$ cat config.mk
export PLATFORM = sky130hd
export DESIGN_NAME = cell_voltage_calibration_stats
export DESIGN_NICKNAME = d
export VERILOG_FILES = /design/src/design/cvcs_pkg.sv /design/src/design/cvcs_front.sv /design/src/design/cvcs_queue.sv /design/src/design/cvcs_back.sv /design/src/design/cell_voltage_calibration_stats.sv
export VERILOG_INCLUDE_DIRS = /design/src /design/src/design
export SDC_FILE = /design/constraint.sdc
export NUM_CORES = 2
export LEC_CHECK = 0
export BUFFER_PORTS_ARGS = -buffer_cell sky130_fd_sc_hd__clkbuf_2
export CAP_MARGIN = 20
export CORE_UTILIZATION = 45
export DETAILED_ROUTE_END_ITERATION = 7
export PLACE_DENSITY = 0.57
export SKIP_CTS_REPAIR_TIMING = 1
export SYNTH_ARGS = -nofsm -noshare
export SYNTH_HDL_FRONTEND = slang
export SYNTH_SLANG_ARGS = --single-unit
$ cat constraint.sdc
create_clock -name i_clk -period 11.2 [get_ports i_clk]
set_clock_uncertainty 0.05 [all_clocks]
set_input_delay 0.56 -clock i_clk [delete_from_list [all_inputs] [get_ports i_clk]]
set_output_delay 0.56 -clock i_clk [all_outputs]
set_load 0.1 [all_outputs]
$ cat src/design/cell_voltage_calibration_stats_macros.svh
// Assertion macros shared by the cell voltage calibration and statistics RTL.
`ifndef CELL_VOLTAGE_CALIBRATION_STATS_MACROS_SVH
`define CELL_VOLTAGE_CALIBRATION_STATS_MACROS_SVH

// Same-cycle implication, checked on i_clk, off while i_rst_n is low
`define CVCS_ASSERT_IMP(lbl, ante, cons) \
    lbl: assert property (@(posedge i_clk) disable iff (!i_rst_n) (ante) |-> (cons)) \
        else $error("cvcs: implication check failed");

// Next-cycle implication, checked on i_clk, off while i_rst_n is low
`define CVCS_ASSERT_NXT(lbl, ante, cons) \
    lbl: assert property (@(posedge i_clk) disable iff (!i_rst_n) (ante) |=> (cons)) \
        else $error("cvcs: next-cycle check failed");

`endif

$ cat src/design/cvcs_pkg.sv
// Package: types and constants of the cell voltage calibration and statistics block.
`timescale 1ns / 1ps
package cvcs_pkg;

    localparam logic [15:0] UNITY_Q10         = 16'd1024;
    localparam logic [14:0] MIN_START         = 15'h7FFF;
    localparam logic [31:0] TENTH_Q14         = 32'd1638;
    localparam logic [31:0] OFFSET_SCALE      = 32'd1000;
    localparam int          MAX_CELLS_DEFAULT = 32;
    localparam int          QUEUE_DEPTH       = 2;

    localparam int          CFG_IDX_W         = 8;
    localparam logic [CFG_IDX_W-1:0] CFG_FRONT_GAIN   = 8'd0;
    localparam logic [CFG_IDX_W-1:0] CFG_FRONT_OFFSET = 8'd1;
    localparam logic [CFG_IDX_W-1:0] CFG_PACK_GAIN    = 8'd2;
    localparam logic [CFG_IDX_W-1:0] CFG_PACK_OFFSET  = 8'd3;

    typedef struct packed {
        logic [15:0]        raw_voltage;
        logic [15:0]        cell_gain;
        logic signed [15:0] cell_offset;
        logic               last_cell;
    } t_in;

    typedef struct packed {
        logic [15:0] cell_voltage;
        logic        summary_valid;
        logic [15:0] max_voltage;
        logic [14:0] min_voltage;
        logic [15:0] voltage_spread;
        logic [5:0]  max_position;
        logic [5:0]  min_position;
        logic [15:0] pack_total;
    } t_out;

    // Calibrated cell passed from the front to the back
    typedef struct packed {
        logic [15:0] volt;
        logic        last;
    } t_cell;

endpackage

$ cat src/design/cvcs_front.sv
// Front: accepts cell readings and calibrates them on a shared gain/offset unit.
`timescale 1ns / 1ps
module cvcs_front (
    input  logic             i_clk,
    input  logic             i_rst_n,
    input  logic             i_valid,
    output logic             o_stall,
    input  cvcs_pkg::t_in    i_data,
    input  logic [15:0]      i_front_gain,
    input  logic [15:0]      i_front_offset,
    output logic             o_push,
    output cvcs_pkg::t_cell  o_entry,
    input  logic             i_full
);

    localparam logic [1:0] F_IDLE = 2'd0;
    localparam logic [1:0] F_MUL  = 2'd1;
    localparam logic [1:0] F_ADD  = 2'd2;

    logic [1:0]  r_state;
    logic        r_front_pass;
    logic [31:0] r_v;
    logic [15:0] r_k;
    logic [15:0] r_b;
    logic [15:0] r_cg;
    logic [15:0] r_co;
    logic        r_last;
    logic [31:0] r_prod;

    logic        w_accept;
    logic        w_bypass;
    logic [31:0] w_sum;

    // Classify: front stage is skipped when it is at identity
    assign w_bypass = (i_front_gain == cvcs_pkg::UNITY_Q10) && (i_front_offset == 16'd0);
    assign w_accept = i_valid && (r_state == F_IDLE);
    assign o_stall  = (r_state != F_IDLE);

    // Arithmetic shift of the product plus the sign-extended offset
    assign w_sum = {{10{r_prod[31]}}, r_prod[31:10]} + {{16{r_b[15]}}, r_b};

    // Clamp at zero, keep the low half
    assign o_push        = (r_state == F_ADD) && !r_front_pass && !i_full;
    assign o_entry.volt  = w_sum[31] ? 16'd0 : w_sum[15:0];
    assign o_entry.last  = r_last;

    // Sequence one or two passes through the multiplier
    always_ff @(posedge i_clk) begin
        if (!i_rst_n) begin
            r_state      <= F_IDLE;
            r_front_pass <= 1'b0;
        end else begin
            case (r_state)
                F_IDLE: begin
                    if (w_accept) begin
                        r_state      <= F_MUL;
                        r_front_pass <= !w_bypass;
                    end
                end
                F_MUL: begin
                    r_state <= F_ADD;
                end
                F_ADD: begin
                    if (r_front_pass) begin
                        r_state      <= F_MUL;
                        r_front_pass <= 1'b0;
                    end else if (!i_full) begin
                        r_state <= F_IDLE;
                    end
                end
                default: begin
                    r_state <= F_IDLE;
                end
            endcase
        end
    end

    // Operand and product registers
    always_ff @(posedge i_clk) begin
        if (w_accept) begin
            r_v    <= {16'd0, i_data.raw_voltage};
            r_k    <= w_bypass ? i_data.cell_gain : i_front_gain;
            r_b    <= w_bypass ? i_data.cell_offset : i_front_offset;
            r_cg   <= i_data.cell_gain;
            r_co   <= i_data.cell_offset;
            r_last <= i_data.last_cell;
        end
        if (r_state == F_MUL) begin
            r_prod <= r_v * {16'd0, r_k};
        end
        if ((r_state == F_ADD) && r_front_pass) begin
            r_v <= w_sum;
            r_k <= r_cg;
            r_b <= r_co;
        end
    end

endmodule

$ cat src/design/cvcs_queue.sv
// Queue: short FIFO of calibrated cells between the front and the back.
`timescale 1ns / 1ps
`include "cell_voltage_calibration_stats_macros.svh"
module cvcs_queue #(
    parameter int DEPTH = cvcs_pkg::QUEUE_DEPTH
) (
    input  logic             i_clk,
    input  logic             i_rst_n,
    input  logic             i_push,
    input  cvcs_pkg::t_cell  i_entry,
    output logic             o_full,
    input  logic             i_pop,
    output cvcs_pkg::t_cell  o_entry,
    output logic             o_empty
);

    localparam int PTR_W = (DEPTH > 1) ? $clog2(DEPTH) : 1;
    localparam int CNT_W = $clog2(DEPTH + 1);
    localparam logic [PTR_W-1:0] PTR_LAST = PTR_W'(DEPTH - 1);
    localparam logic [CNT_W-1:0] CNT_FULL = CNT_W'(DEPTH);

    cvcs_pkg::t_cell  r_mem [DEPTH];
    logic [PTR_W-1:0] r_wr;
    logic [PTR_W-1:0] r_rd;
    logic [CNT_W-1:0] r_count;

    assign o_full  = (r_count == CNT_FULL);
    assign o_empty = (r_count == '0);
    assign o_entry = r_mem[r_rd];

    // Advance pointers and count
    always_ff @(posedge i_clk) begin
        if (!i_rst_n) begin
            r_wr    <= '0;
            r_rd    <= '0;
            r_count <= '0;
        end else begin
            if (i_push) begin
                r_wr <= (r_wr == PTR_LAST) ? '0 : r_wr + 1'b1;
            end
            if (i_pop) begin
                r_rd <= (r_rd == PTR_LAST) ? '0 : r_rd + 1'b1;
            end
            if (i_push && !i_pop) begin
                r_count <= r_count + 1'b1;
            end else if (!i_push && i_pop) begin
                r_count <= r_count - 1'b1;
            end
        end
    end

    // Store entries
    always_ff @(posedge i_clk) begin
        if (i_push) begin
            r_mem[r_wr] <= i_entry;
        end
    end

    `CVCS_ASSERT_IMP(a_no_overflow, i_push, !o_full || i_pop)
    `CVCS_ASSERT_IMP(a_no_underflow, i_pop, !o_empty)

endmodule

$ cat src/design/cvcs_back.sv
// Back: running string statistics, pack total and the result register.
`timescale 1ns / 1ps
`include "cell_voltage_calibration_stats_macros.svh"
module cvcs_back #(
    parameter int MAX_CELLS = cvcs_pkg::MAX_CELLS_DEFAULT
) (
    input  logic             i_clk,
    input  logic             i_rst_n,
    input  logic             i_empty,
    input  cvcs_pkg::t_cell  i_entry,
    output logic             o_pop,
    input  logic [15:0]      i_pack_gain,
    input  logic [15:0]      i_pack_offset,
    output logic             o_valid,
    input  logic             i_stall,
    output cvcs_pkg::t_out   o_data
);

    localparam int IDX_W = (MAX_CELLS > 1) ? $clog2(MAX_CELLS) : 1;
    localparam logic [IDX_W-1:0] IDX_LAST = IDX_W'(MAX_CELLS - 1);

    localparam logic [2:0] B_IDLE  = 3'd0;
    localparam logic [2:0] B_MUL   = 3'd1;
    localparam logic [2:0] B_ADD   = 3'd2;
    localparam logic [2:0] B_SCALE = 3'd3;
    localparam logic [2:0] B_OUT   = 3'd4;

    logic [2:0]       r_state;
    logic [IDX_W-1:0] r_idx;
    logic [15:0]      r_max;
    logic [14:0]      r_min;
    logic [IDX_W-1:0] r_max_idx;
    logic [IDX_W-1:0] r_min_idx;
    logic [20:0]      r_sum;
    logic             r_out_valid;
    cvcs_pkg::t_out   r_out;
    logic [15:0]      r_volt;
    logic [31:0]      r_p1;
    logic [31:0]      r_poff;
    logic [31:0]      r_tot;

    logic             w_out_free;
    logic             w_load_cell;
    logic             w_load_sum;
    logic [15:0]      w_v;
    cvcs_pkg::t_out   n_out;

    assign w_v        = i_entry.volt;
    assign w_out_free = !r_out_valid || !i_stall;
    assign o_pop      = (r_state == B_IDLE) && !i_empty && (i_entry.last || w_out_free);
    assign w_load_cell = o_pop && !i_entry.last;
    assign w_load_sum  = (r_state == B_OUT) && w_out_free;
    assign o_valid    = r_out_valid;
    assign o_data     = r_out;

    // Build the next result: plain cell or string summary
    always_comb begin
        n_out = '0;
        if (w_load_sum) begin
            n_out.cell_voltage   = r_volt;
            n_out.summary_valid  = 1'b1;
            n_out.max_voltage    = r_max;
            n_out.min_voltage    = r_min;
            n_out.voltage_spread = r_max - {1'b0, r_min};
            n_out.max_position   = 6'(r_max_idx) + 6'd1;
            n_out.min_position   = 6'(r_min_idx) + 6'd1;
            n_out.pack_total     = r_tot[29:14];
        end else begin
            n_out.cell_voltage   = w_v;
        end
    end

    // Sequence the summary and keep the statistics
    always_ff @(posedge i_clk) begin
        if (!i_rst_n) begin
            r_state     <= B_IDLE;
            r_idx       <= '0;
            r_max       <= '0;
            r_min       <= cvcs_pkg::MIN_START;
            r_max_idx   <= '0;
            r_min_idx   <= '0;
            r_sum       <= '0;
            r_out_valid <= 1'b0;
        end else begin
            if (r_out_valid && !i_stall) begin
                r_out_valid <= 1'b0;
            end
            if (w_load_cell || w_load_sum) begin
                r_out_valid <= 1'b1;
            end
            case (r_state)
                B_IDLE: begin
                    if (o_pop) begin
                        r_sum <= r_sum + {5'd0, w_v};
                        if (r_max < w_v) begin
                            r_max     <= w_v;
                            r_max_idx <= r_idx;
                        end
                        if ({1'b0, r_min} > w_v) begin
                            r_min     <= w_v[14:0];
                            r_min_idx <= r_idx;
                        end
                        if (i_entry.last) begin
                            r_state <= B_MUL;
                        end else if (r_idx != IDX_LAST) begin
                            r_idx <= r_idx + 1'b1;
                        end
                    end
                end
                B_MUL: begin
                    r_state <= B_ADD;
                end
                B_ADD: begin
                    r_state <= B_SCALE;
                end
                B_SCALE: begin
                    r_state <= B_OUT;
                end
                B_OUT: begin
                    if (w_out_free) begin
                        r_state   <= B_IDLE;
                        r_idx     <= '0;
                        r_max     <= '0;
                        r_min     <= cvcs_pkg::MIN_START;
                        r_max_idx <= '0;
                        r_min_idx <= '0;
                        r_sum     <= '0;
                    end
                end
                default: begin
                    r_state <= B_IDLE;
                end
            endcase
        end
    end

    // Pack total datapath and result payload
    always_ff @(posedge i_clk) begin
        if (o_pop) begin
            r_volt <= w_v;
        end
        if (r_state == B_MUL) begin
            r_p1   <= {11'd0, r_sum} * {16'd0, i_pack_gain};
            r_poff <= {{16{i_pack_offset[15]}}, i_pack_offset} * cvcs_pkg::OFFSET_SCALE;
        end
        if (r_state == B_ADD) begin
            r_tot <= {10'd0, r_p1[31:10]} + r_poff;
        end
        if (r_state == B_SCALE) begin
            r_tot <= r_tot * cvcs_pkg::TENTH_Q14;
        end
        if (w_load_cell || w_load_sum) begin
            r_out <= n_out;
        end
    end

    `CVCS_ASSERT_IMP(a_no_pop_busy, r_state != B_IDLE, !o_pop)
    `CVCS_ASSERT_NXT(a_clear_after_summary, w_load_sum, (r_idx == '0) && (r_sum == '0) && (r_max == '0))
    `CVCS_ASSERT_IMP(a_pos_order, r_state == B_IDLE, (r_max_idx <= r_idx) && (r_min_idx <= r_idx))

endmodule

$ cat src/design/cell_voltage_calibration_stats.sv
// Top level: configuration registers and the front, queue and back of the block.
`timescale 1ns / 1ps
// Calibrates one raw cell voltage per transfer and emits one result per cell; the
// result for the cell marked last_cell also carries the string's max, min, spread,
// first positions and the scaled pack total, after which the statistics restart.
// The front takes a new cell only once the previous one has left it, after one pass
// through its single shared 32x16 multiplier when the front gain/offset is at
// identity and two passes otherwise. The back retires an ordinary cell straight to
// the result register and a last cell through the pack-total multiply chain; a
// two-entry queue between them absorbs that. Configuration writes are always ready
// and take effect on the next cell; out-of-range indexes are ignored.
module cell_voltage_calibration_stats #(
    parameter int MAX_CELLS = cvcs_pkg::MAX_CELLS_DEFAULT
) (
    input  logic                              i_clk,
    input  logic                              i_rst_n,
    input  logic                              i_valid,
    output logic                              o_stall,
    input  cvcs_pkg::t_in                     i_data,
    output logic                              o_valid,
    input  logic                              i_stall,
    output cvcs_pkg::t_out                    o_data,
    input  logic                              i_cfg_valid,
    output logic                              o_cfg_ready,
    input  logic [cvcs_pkg::CFG_IDX_W-1:0]    i_cfg_index,
    input  logic [15:0]                       i_cfg_data
);

    logic [15:0]     r_front_gain;
    logic [15:0]     r_front_offset;
    logic [15:0]     r_pack_gain;
    logic [15:0]     r_pack_offset;

    logic            w_push;
    logic            w_pop;
    logic            w_full;
    logic            w_empty;
    cvcs_pkg::t_cell w_front_entry;
    cvcs_pkg::t_cell w_back_entry;

    assign o_cfg_ready = 1'b1;

    // Register file writes
    always_ff @(posedge i_clk) begin
        if (!i_rst_n) begin
            r_front_gain   <= cvcs_pkg::UNITY_Q10;
            r_front_offset <= '0;
            r_pack_gain    <= cvcs_pkg::UNITY_Q10;
            r_pack_offset  <= '0;
        end else if (i_cfg_valid && o_cfg_ready) begin
            case (i_cfg_index)
                cvcs_pkg::CFG_FRONT_GAIN:   r_front_gain   <= i_cfg_data;
                cvcs_pkg::CFG_FRONT_OFFSET: r_front_offset <= i_cfg_data;
                cvcs_pkg::CFG_PACK_GAIN:    r_pack_gain    <= i_cfg_data;
                cvcs_pkg::CFG_PACK_OFFSET:  r_pack_offset  <= i_cfg_data;
                default: begin
                end
            endcase
        end
    end

    cvcs_front u_front (
        .i_clk          (i_clk),
        .i_rst_n        (i_rst_n),
        .i_valid        (i_valid),
        .o_stall        (o_stall),
        .i_data         (i_data),
        .i_front_gain   (r_front_gain),
        .i_front_offset (r_front_offset),
        .o_push         (w_push),
        .o_entry        (w_front_entry),
        .i_full         (w_full)
    );

    cvcs_queue #(
        .DEPTH (cvcs_pkg::QUEUE_DEPTH)
    ) u_queue (
        .i_clk   (i_clk),
        .i_rst_n (i_rst_n),
        .i_push  (w_push),
        .i_entry (w_front_entry),
        .o_full  (w_full),
        .i_pop   (w_pop),
        .o_entry (w_back_entry),
        .o_empty (w_empty)
    );

    cvcs_back #(
        .MAX_CELLS (MAX_CELLS)
    ) u_back (
        .i_clk         (i_clk),
        .i_rst_n       (i_rst_n),
        .i_empty       (w_empty),
        .i_entry       (w_back_entry),
        .o_pop         (w_pop),
        .i_pack_gain   (r_pack_gain),
        .i_pack_offset (r_pack_offset),
        .o_valid       (o_valid),
        .i_stall       (i_stall),
        .o_data        (o_data)
    );

endmodule
==> results.sh <==
export IMPL_synth_top_area_cell="fa_1"
export IMPL_n_fill_cell=9866
export IMPL_synth_common_cells="812 x inv_1, 692 x fa_1, 495 x nand2_1"
export IMPL_h_tree_depth=2
export IMPL_worstPathCellList="nand2_1 > fa_1 > fa_1 > fa_1 > fa_1 > inv_1 > fa_1 > fa_1 > ha_1 > or3_1 > a211oi_1 > a21boi_1 > nor3_2 > a21oi_2 > o21ai_1 > a21oi_1 > o21bai_1 > a211oi_1 > nor2_1"
export IMPL_p_leak_nw=23.96
export IMPL_antenna_found_initial=3
export IMPL_core_um2=105700
export IMPL_crit_top_cell="fa_1"
export IMPL_power_w=0.01695
export IMPL_r2r_end="u_back.r_p1[27]"
export IMPL_die_width_um=329.3
export IMPL_syn_to_final_growth_pct=8.594
export IMPL_die_h_um=329.3
export IMPL_violations="design-rule violations"
export IMPL_synth_most_common_cell="inv_1"
export IMPL_dp_slack_ps=4357
export IMPL_finalSetupViolCount=0
export IMPL_rows=119
export IMPL_critPathArrivalTime_ps=7230
export IMPL_min_to="u_front.r_co[14]"
export IMPL_drv_cap=0
export IMPL_r2r_start="u_back.r_sum[10]"
export IMPL_die_area_um2=108500
export IMPL_r2r_cells=19
export IMPL_ys_ff_latch=474
export IMPL_min_path_type="in2reg"
export IMPL_multiInputGateArea_um2=31730
export IMPL_slowest_delay_ps=900
export IMPL_tritoncts="built"
export IMPL_drcViolationCount=28
export IMPL_worstSetupEndpointType="flop"
export IMPL_rsz0062_at_grt="false"
export IMPL_final_period_utilization_pct=61.44
export IMPL_fmax_ghz=0.1453
export IMPL_grt_remaining_overflow=0
export IMPL_yosysSeqAreaShare_pct=26.53
export IMPL_cts_sinks=474
export IMPL_synth_top_area_share_pct=28.73
export IMPL_whs_path_depth=1
export IMPL_tightest_slew_ps=1096
export IMPL_cp_start_kind="flop"
export IMPL_synthArstFlopShare_pct=0
export IMPL_synth_edf_count=330
export IMPL_synth_distinct_cells=92
export IMPL_netlist_area_um2=48220
export IMPL_regArea_um2=12790
export IMPL_drt_pass1_iterations=8
export IMPL_grt_pass1_wl_um=194600
export IMPL_routabilityCongestion=0.8638
export IMPL_drv_slew=0
export IMPL_vias_per_cell=5.207
export IMPL_fin_ws_ps=4319
export IMPL_cp_required_ps=11540
export IMPL_avgSynthCellArea_um2=10.16
export IMPL_io_pins=173
export IMPL_power_density_nw_per_um2=323.6
export IMPL_io_buffer_count=171
export IMPL_detail_route_antenna_nets=0
export IMPL_synth_flop_cell="edfxtp_1"
export IMPL_hold_viol=0
export IMPL_clock_path_buffers=3
export IMPL_drive_above_1_share_pct=7.261
export IMPL_r2r_slack_ps=4320
export IMPL_first_global_vias=33670
export IMPL_outcome="finished, violations left"
export IMPL_wl_um=123500
export IMPL_clk_pin_slew_ps=60
export IMPL_peakVddDrop_uv=551.5
export IMPL_first_iter_violations=1983
export IMPL_syn_inst=4746
export IMPL_final_setup_tns_ps=0
export IMPL_period_minus_slack_ps=6881
export IMPL_post_dp_hpwl_um=97870
export IMPL_wire_per_inst_um=19.65
export IMPL_synth_warning_count=0
export IMPL_grt_usage_pct=23.41
export IMPL_path_class="reg2reg"
export IMPL_yosys_top_cells_area="fa_1 29%, edfxtp_1 21%, ha_1 9.9%, inv_1 6.3%, dfxtp_1 6.0%"
export IMPL_cts_root_buf="clkbuf_16"
export IMPL_path_max_fanout=18
export IMPL_utilization_pct=49.53
export IMPL_critPathSlowestCell="dfxtp_1"
export IMPL_synthesis_nets=5897
export IMPL_nets=5992
export IMPL_slew_headroom_pct=26.81
export IMPL_grt_max_degree=90
export IMPL_initial_core_util_pct=45.61
export IMPL_min_from="i_data[15]"
export IMPL_vias=32710
export IMPL_holdWs_ps=65.45
export IMPL_clk_latency_ps=660
export IMPL_cts_made_buffers=56
-- flip-flops by register name, summed over array words and instances, names as in the netlist, 5 cells and up, named ones only --
name,flops
r_front_gain,16
u_back.r_volt,16
u_back.r_min_idx,5
u_back.r_tot,30
u_front.r_co,16
r_front_offset,16
u_back.o_data,92
u_back.r_sum,21
u_back.r_max_idx,5
u_back.r_poff,27
r_pack_offset,16
u_back.r_max,16
u_front.r_v,23
u_back.r_min,15
u_back.r_idx,5
u_front.r_b,16
u_front.r_prod,22
r_pack_gain,16
u_front.r_cg,16
u_front.r_k,16
u_queue.r_mem,34
u_back.r_p1,22
-- per-stage QoR --
step,area (um^2),std cells
6_report,52360,6282
5_1_grt,52360,6280
4_1_cts,52360,6280
3_5_place_dp,50470,6174
3_3_place_gp,50460,6173
2_1_floorplan,48220,4746
-- worst max path at each step --
stage / from / end / cells after the start
finish: u_back.r_sum[10] / u_back.r_p1[27] / 19
CTS: u_back.r_sum[10] / u_back.r_p1[27] / 19
floorplan: u_back.o_valid / u_back.o_data[0] / 5
global placement: u_back.r_sum[10] / u_back.r_p1[30] / 18
detailed placement: u_back.r_sum[10] / u_back.r_p1[27] / 19
global route: u_back.r_sum[10] / u_back.r_p1[27] / 19
-- cells by family (layout without fill, tap and decap cells) --
group,Yosys count,in the layout,synth area share (%)
muxes,105,105,2.195
xor gates and xnor gates,214,214,3.887
and+or+nand+nor,1376,1376,14.03
other,1,3,0.007777
adders and majority gates,1073,1073,38.62
AOI/OAI and AO/OA,516,516,6.944
buffers and inverters,987,1130,7.790
DFF,474,474,26.53
-- critical path, delay by kind of cell (launching register included) --
kind / cells / cell delay, ps
buffers and inverters: 1 / 50
flip-flops: 1 / 900
adder cells (fa/ha/maj): 7 / 3250
AO/OA/AOI/OAI: 7 / 1650
AND/OR/NAND/NOR: 4 / 700
-- cell usage in the layout, fill, tap and decap left out, drive strengths merged, types with 6 or more instances in the layout --
cell,instances
nand3b,8
a21boi,12
dfxtp,144
edfxtp,330
nor3b,6
o22ai,23
o211ai,10
buf,41
nor2,233
or2,7
xor2,66
a21o,47
bufinv,6
o21bai,17
clkbuf,240
xnor2,148
clkinv,24
and3,17
nor3,40
nand3,55
inv,814
nand2b,19
nand4,15
a21oi,182
or3,10
ha,381
a31oi,10
o21a,33
nor2b,110
nor4,12
mux2i,102
fa,692
nand2,495
a211oi,8
o21ai,101
a22o,25
and2,338
-- where the power goes --
| part | internal (W) | leakage, nW | switching [W] |
|---|---|---|---|
| Clock | 0.00109 | 0.910 | 0.000784 |
| Combinational | 0.00498 | 18.8 | 0.00708 |
| Sequential | 0.00263 | 4.28 | 0.000379 |
-- routing by layer --
| layer | track usage, % | wire length (um) | vias up |
|---|---|---|---|
| met1 | 33.65 | 57270 | 16510 |
| met3 | 5.492 | 8770 | 148 |
| li1 | - | - | 15290 |
| met5 | 0 | 7 | - |
| met2 | 35.22 | 53790 | 763 |
| met4 | 6.663 | 3640 | 2 |
-- final cells by class --
class / instances / share of cell area (%)
Multi-Input combinational cell: 3285 / 60.59
Sequential cell: 474 / 24.43
Inverter: 813 / 5.828
Tap cell: 1391 / 3.324
Clock buffer: 70 / 2.853
Timing Repair Buffer: 211 / 2.208
Clock inverter: 36 / 0.7575
Antenna cell: 2 / 0.009558
No activity file was read; power rests on OpenSTA's default activity.
